File: src/hdl/assert_macros.svh
// Assertion macros shared by the odometry RTL.
// Needs a clock named clk and a synchronous reset named rst in scope.
`ifndef ASSERT_MACROS_SVH
`define ASSERT_MACROS_SVH

// Property checked on every clock edge outside reset.
`define ODO_ASSERT(name, prop) \
  name: assert property (@(posedge clk) disable iff (rst) prop) \
    else $error("odometry assertion failed");

// Property checked on every clock edge, reset included.
`define ODO_ASSERT_ALWAYS(name, prop) \
  name: assert property (@(posedge clk) prop) \
    else $error("odometry assertion failed");

`endif

File: src/hdl/odo_pkg.sv
// Shared constants, command/status types and the arctangent table of the odometry block.
// No dependencies.
package odo_pkg;

  localparam int COUNT_BITS_DEF = 16;
  localparam int POS_BITS_DEF   = 32;
  localparam int TRIG_BITS_DEF  = 16;

  localparam logic [23:0] DIST_PER_TICK_RST  = 24'd96630;
  localparam logic [23:0] INV_WHEEL_BASE_RST = 24'd121363;
  localparam logic [15:0] WRAP_MODULUS_RST   = 16'd9000;

  localparam logic [1:0] REG_DIST_PER_TICK  = 2'd0;
  localparam logic [1:0] REG_INV_WHEEL_BASE = 2'd1;
  localparam logic [1:0] REG_WRAP_MODULUS   = 2'd2;

  localparam logic [29:0] ANGLE_PER_RAD = 30'd683565276;
  localparam logic [29:0] CORDIC_GAIN   = 30'd652032874;

  // Product of the wheel difference and the per-tick angle is kept modulo 2^57.
  localparam int PW = 57;

  typedef struct packed {
    logic load;
    logic mul1;
    logic mul2;
    logic mul3;
    logic rot_mid;
    logic mul_x;
    logic mul_y;
    logic acc;
    logic rot_half;
    logic out_load;
  } cmd_t;

  typedef struct packed {
    logic rot_busy;
  } stat_t;

  function automatic logic [31:0] atan_ba(input logic [4:0] i);
    logic [31:0] v;
    case (i)
      5'd0:  v = 32'h20000000;
      5'd1:  v = 32'h12E4051E;
      5'd2:  v = 32'h09FB385B;
      5'd3:  v = 32'h051111D4;
      5'd4:  v = 32'h028B0D43;
      5'd5:  v = 32'h0145D7E1;
      5'd6:  v = 32'h00A2F61E;
      5'd7:  v = 32'h00517C55;
      5'd8:  v = 32'h0028BE53;
      5'd9:  v = 32'h00145F2F;
      5'd10: v = 32'h000A2F98;
      5'd11: v = 32'h000517CC;
      5'd12: v = 32'h00028BE6;
      5'd13: v = 32'h000145F3;
      5'd14: v = 32'h0000A2FA;
      5'd15: v = 32'h0000517D;
      5'd16: v = 32'h000028BE;
      5'd17: v = 32'h0000145F;
      5'd18: v = 32'h00000A30;
      5'd19: v = 32'h00000518;
      5'd20: v = 32'h0000028C;
      5'd21: v = 32'h00000146;
      5'd22: v = 32'h000000A3;
      5'd23: v = 32'h00000051;
      default: v = 32'h0;
    endcase
    return v;
  endfunction

endpackage

File: src/hdl/odo_ctrl.sv
// Controller state machine of the odometry block, sequencing the datapath per request.
// Depends on odo_pkg for the command and status types.
module odo_ctrl (
  input  logic           clk,
  input  logic           rst,
  input  logic           in_valid,
  output logic           in_ready,
  output logic           out_valid,
  input  logic           out_ready,
  output odo_pkg::cmd_t  cmd,
  input  odo_pkg::stat_t status
);

  localparam logic [3:0] S_IDLE   = 4'd0;
  localparam logic [3:0] S_MUL1   = 4'd1;
  localparam logic [3:0] S_MUL2   = 4'd2;
  localparam logic [3:0] S_MUL3   = 4'd3;
  localparam logic [3:0] S_START1 = 4'd4;
  localparam logic [3:0] S_WAIT1  = 4'd5;
  localparam logic [3:0] S_MULX   = 4'd6;
  localparam logic [3:0] S_MULY   = 4'd7;
  localparam logic [3:0] S_ACC    = 4'd8;
  localparam logic [3:0] S_START2 = 4'd9;
  localparam logic [3:0] S_WAIT2  = 4'd10;
  localparam logic [3:0] S_OUT    = 4'd11;

  logic [3:0] state;
  logic [3:0] state_next;

  always_comb begin
    state_next = state;
    cmd        = '0;
    in_ready   = (state == S_IDLE);
    case (state)
      S_IDLE: begin
        if (in_valid) begin
          cmd.load   = 1'b1;
          state_next = S_MUL1;
        end
      end
      S_MUL1: begin
        cmd.mul1   = 1'b1;
        state_next = S_MUL2;
      end
      S_MUL2: begin
        cmd.mul2   = 1'b1;
        state_next = S_MUL3;
      end
      S_MUL3: begin
        cmd.mul3   = 1'b1;
        state_next = S_START1;
      end
      S_START1: begin
        cmd.rot_mid = 1'b1;
        state_next  = S_WAIT1;
      end
      S_WAIT1: begin
        if (!status.rot_busy) state_next = S_MULX;
      end
      S_MULX: begin
        cmd.mul_x  = 1'b1;
        state_next = S_MULY;
      end
      S_MULY: begin
        cmd.mul_y  = 1'b1;
        state_next = S_ACC;
      end
      S_ACC: begin
        cmd.acc    = 1'b1;
        state_next = S_START2;
      end
      S_START2: begin
        cmd.rot_half = 1'b1;
        state_next   = S_WAIT2;
      end
      S_WAIT2: begin
        if (!status.rot_busy) state_next = S_OUT;
      end
      S_OUT: begin
        if (!out_valid || out_ready) begin
          cmd.out_load = 1'b1;
          state_next   = S_IDLE;
        end
      end
      default: begin
        state_next = S_IDLE;
      end
    endcase
  end

  always_ff @(posedge clk) begin
    if (rst) begin
      state     <= S_IDLE;
      out_valid <= 1'b0;
    end else begin
      state <= state_next;
      if (cmd.out_load) begin
        out_valid <= 1'b1;
      end else if (out_ready) begin
        out_valid <= 1'b0;
      end
    end
  end

endmodule

File: config.mk
export PLATFORM = sky130hd
export DESIGN_NAME = odo_ctrl
export DESIGN_NICKNAME = d
export VERILOG_FILES = /design/src/hdl/assert_macros.svh /design/src/hdl/odo_pkg.sv /design/src/hdl/odo_ctrl.sv
export SDC_FILE = /design/constraint.sdc
export NUM_CORES = 1
export LEC_CHECK = 0
export BUFFER_PORTS_ARGS = -buffer_cell sky130_fd_sc_hd__buf_2
export CAP_MARGIN = 20
export CORE_AREA = 4 4 41 43
export CTS_BUF_LIST = sky130_fd_sc_hd__clkbuf_16
export DETAILED_ROUTE_END_ITERATION = 8
export DIE_AREA = 0 0 45 47
export MAX_ROUTING_LAYER = met4
export SYNTH_ARGS = -nofsm -noshare
export SYNTH_HDL_FRONTEND = slang
export SYNTH_SLANG_ARGS = --single-unit
File: constraint.sdc
create_clock -name clk -period 1.1 [get_ports clk]
set_input_delay 0.22 -clock clk [delete_from_list [all_inputs] [get_ports clk]]
set_output_delay 0.22 -clock clk [all_outputs]
set_load 0.005 [all_outputs]
**Word level (Yosys, flattened, before mapping)**

Cells that the tools add are included.

- Muxes and demuxes: 19
- Equality and inequality tests: 15
- Reduce and logical (&&, ||, !) cells: 5

Operator list:

| operator | number |
|---|---|
| one-hot mux 4 bit (12 select lines) | 1 |
| == test 4 x 3 -> 1 bit, second input constant | 4 |
| == test 4 bit, second input constant | 4 |
| two-way mux 4 bit | 4 |
| two-way mux 1 bit | 14 |
| == test 4 x 2 -> 1 bit, second input constant | 2 |
| inequality test 2 bit, second input constant | 4 |
| == test 4 x 1 -> 1 bit, second input constant | 1 |
| logical NOT 4 bit | 1 |
| AND reduction 4 bit | 1 |
| nonzero test 2 bit | 1 |
| logical NOT 1 bit | 1 |
| logical OR 1 bit | 1 |

- Register bits: 5
- Logic and storage cells: 41
- Output and inout bits: 12
- Bits of input ports: 5

**Depth between registers and ports, before layout**

- Word-level depth: 5
- Mapped depth: 5
- Gate-level depth less buffers: 3

**Least setup slack after synthesis**

No wires, ideal clock.

- Path kind: reg2out
- From: register state[0]
- To: output port cmd[9] (netlist name)
- Data required time: 0.880 ns
- Arrival: 0.941 ns
- Setup slack: -0.061 ns
- Stages on the path, launching flop included: 4
- Buffers on the path: 1
- Path through: dfxtp_1 -> buf_4 -> nor4_2 -> and2_1

RTL lines:

| element | RTL line | RTL |
|---|---|---|
| start: declaration | odo_ctrl.sv:27 | `logic [3:0] state;` |
| start signal: assignment | odo_ctrl.sv:96 | `state <= state_next;` |
| end: declaration | odo_ctrl.sv:10 | `output odo_pkg::cmd_t cmd,` |

==> key figures <==
Global routing
  – GRT met1 Usage: 0.1416
  – Total GRT Usage: 0.1446
  – Met3 Use GR: 0.05364
  – Largest net degree at the start of global routing: 10
  – GR Util met2: 0.2542
  – Vias in the first global route: 518
  – First-pass GRT wire length: 2152 um
  – GR peak layer: met2
  – Remaining Overflow, GRT: 0
  – Initial antenna violation count: 0

Detailed routing
  – # DRC: 0
  – Routed Antenna Nets: 0
  – DR WL/cell: 13.36 um
  – DRT Pass-1 Iters: 3
  – DR vias: 516
  – Drt first-iter violations: 2
  – DR vias/cell: 4.962
  – DRT Wirelength: 1389 um

Setup path
  – Slowest cell delay on critical path: 0.32 ns
  – CP Cell Sequence: buf_6 > nand2b_4 > or2_4 > inv_1 > buf_2
  – Startpoint types: register
  – WP buf/inv: 3
  – CP Capture Type: primary output
  – Slowest cell on the critical path: dfxtp_2
  – Setup CP Type: register to primary output
  – CP Max Fanout: 5
  – WP data required: 0.88 ns
  – Critical path arrival: 1.20 ns
  – Delay-heaviest family, CP: simple AND/OR/NAND/NOR gates

Floorplan
  – DIE AREA: 2115 um^2
  – FP Rows: 13
  – Die width: 45 um
  – Core area: 1301 um^2
  – Die Y: 47 um
  – Starting Density: 0.3135
  – Io pins: 17

Synthesis
  – Xor/xnor share of the synthesized area: 0.02147
  – Syn nets: 55
  – Main combinational cell family by area after synthesis: simple AND/OR/NAND/NOR gates
  – Syn avg cell area: 8.158 um^2
  – Sequential fraction of the synthesis area: 0.2454
  – Compound-Gate Fraction of Synth Area: 0.1840
  – Seq cells post-synth: 5
  – Ys Warns: 0
  – Top cells by area, synth: dfxtp_1 25%, nor3_1 6.1%, buf_4 5.5%
  – Distinct cell type count after synthesis: 26
  – Area of the mapped netlist: 407.9 um^2
  – Yosys top cell area share: 0.2454
  – Post-synthesis simple-gate area fraction: 0.4202
  – Synthesized instance count: 50
  – Synth Area in Adders: 0
  – Area leader, netlist: dfxtp_1
  – Mux share of post-synthesis cell area: 0

STA
  – Worst-Margin Slew: 0.2809 ns
  – Hold WS: 0.2258 ns
  – Unrepaired setup endpoints after global routing: yes
  – Final setup violation count: 14
  – Final Worst Setup Slack: -0.3228 ns
  – Final Hold Fails: 0
  – Max Clk Rate: 702.9 MHz
  – Worst Skew: 0.001081 ns
  – Rel. slew slack: 0.8111
  – Final Max Slew Viols: 0
  – Tcrit/Tclk final: 1.293
  – Final Critical Period: 1.423 ns

Job
  – Max-cap viol count: 0

Finish
  – Share of layout cells above drive strength 1: 0.7528
  – Area delta synth->final: 117.8%
  – # fillers: 100
  – Cell area after layout: 888.4 um^2
  – Antenna Cells: 0
  – Commonest non-fill, non-tap cell in the layout: buf_2
  – Final Util: 0.6827
  – Final #Nets: 95
  – Commonest non-fill, non-tap cells in the layout: 16 x buf_2, 14 x buf_6, 10 x buf_4

Status
  – Outcome: finished, violations left
  – Failing checks: setup timing

Power and ir drop
  – Sw Pwr: 270.2 uW
  – Sw Share: 0.2434
  – Register share of total power: 0.197
  – Internal: 840.2 uW
  – Comb pwr share: 0.274
  – Leak Pwr: 0.0004256 uW
  – Clk pwr share: 0.530
  – Peak supply drop: 0.001890 V
  – Cell Pwr Density: 1250 nW/um^2

Clocking
  – Root Driver: clkbuf_16
  – CTS tree: done
  – Worst skew pair latency: 0.23 ns
  – H-tree level count: 1
  – Clock Pin Slew Worst Setup and Hold Paths: 0.03 ns
  – Num CTS Buffers: 3
  – Maximum clock path buffer count: 2
  – Cts hold-fix bufs: 0
  – Clock Sinks: 5

Placed design
  – Area after DPL: 576.8 um^2
  – Port Buffer Count: 16
  – GPL Wtd Cong: 0.7700
  – Dpl hpwl: 823.6 um

Hold path
  – Min-Delay Path Class: input port to register
[cell usage after synthesis]
cell type / n
dfxtp_1: 5
nor3_1: 5
buf_4: 3
nand2_1: 3
nand2b_1: 3
nor2_1: 3
o21ai_1: 3
a21oi_1: 2
buf_6: 2
nand3_1: 2
nor2b_1: 2
nor4b_1: 2
or2_1: 2
a21oi_2: 1
a221o_1: 1
a221oi_2: 1
a22o_1: 1
and2_1: 1
and4bb_1: 1
and4bb_2: 1
inv_1: 1
inv_2: 1
nand4b_1: 1
nor4_2: 1
o31ai_1: 1
xor2_1: 1
[per-layer routing]
metal	routed length, um	vias up	part of all wire
li1	-	258	-
met2	689	19	0.50
met5	0	-	0
met1	552	233	0.40
met3	88	6	0.063
met4	58	0	0.042
[flip-flops by register name, summed over array words and instances, names as in the netlist]
name / cells
state: 4
out_valid: 1
[power by group through the flow]
stage	logic (uW)	registers (uW)	clock network, uW
2_1_floorplan	114	206	0
3_3_place_gp	191	214	0
3_5_place_dp	193	215	0
4_1_cts	248	219	593
5_1_grt	328	222	614
6_report	304	218	588
[final cells by class]
| class | count | area, um^2 | area share |
|---|---|---|---|
| Multi-Input combinational cell | 38 | 357.8 | 0.4028 |
| Sequential cell | 5 | 112.6 | 0.1268 |
| Tap cell | 15 | 18.77 | 0.02113 |
| Clock inverter | 1 | 3.754 | 0.004225 |
| Clock buffer | 3 | 75.07 | 0.08451 |
| Timing Repair Buffer | 40 | 312.8 | 0.3521 |
| Inverter | 2 | 7.507 | 0.008451 |
[logic make-up (layout without fill, tap and decap cells)]
family,after synthesis,count (layout)
AND/OR/NAND/NOR,27,27
flip-flops,5,5
buffers and inverters,7,46
XOR/XNOR,1,1
AO/OA/AOI/OAI,10,10
[final timing paths]
check	startpoint	end	slack, ns	depth (start not counted)
worst max-delay path	state[3]	cmd[3]	-0.32	5
worst min-delay path	rst	state[3]	0.23	2
worst max register to register	state[1]	state[0]	-0.16	5
worst min register to register	out_valid	out_valid	0.49	2
[stage by stage]
step                setup TNS, ns  setup WS, ns  std cells  total power (uW)
CTS                        -2.976       -0.2948         99              1060
detailed placement        -0.8223       -0.1225         90             408.5
finish                     -3.038       -0.3228        104              1110
floorplan               -0.002208     -0.002208         50             320.3
global placement          -0.7013       -0.1242         90             405.2
global route               -3.717       -0.3566        104              1164
[repair_timing]
item | 4_1_cts | 5_1_grt
resized for setup | 22 | 18
pin swaps | 9 | 13
endpoints found under the setup margin | 15 | 15
setup buffers | 6 | 5
(Power assumes the default switching activity.)
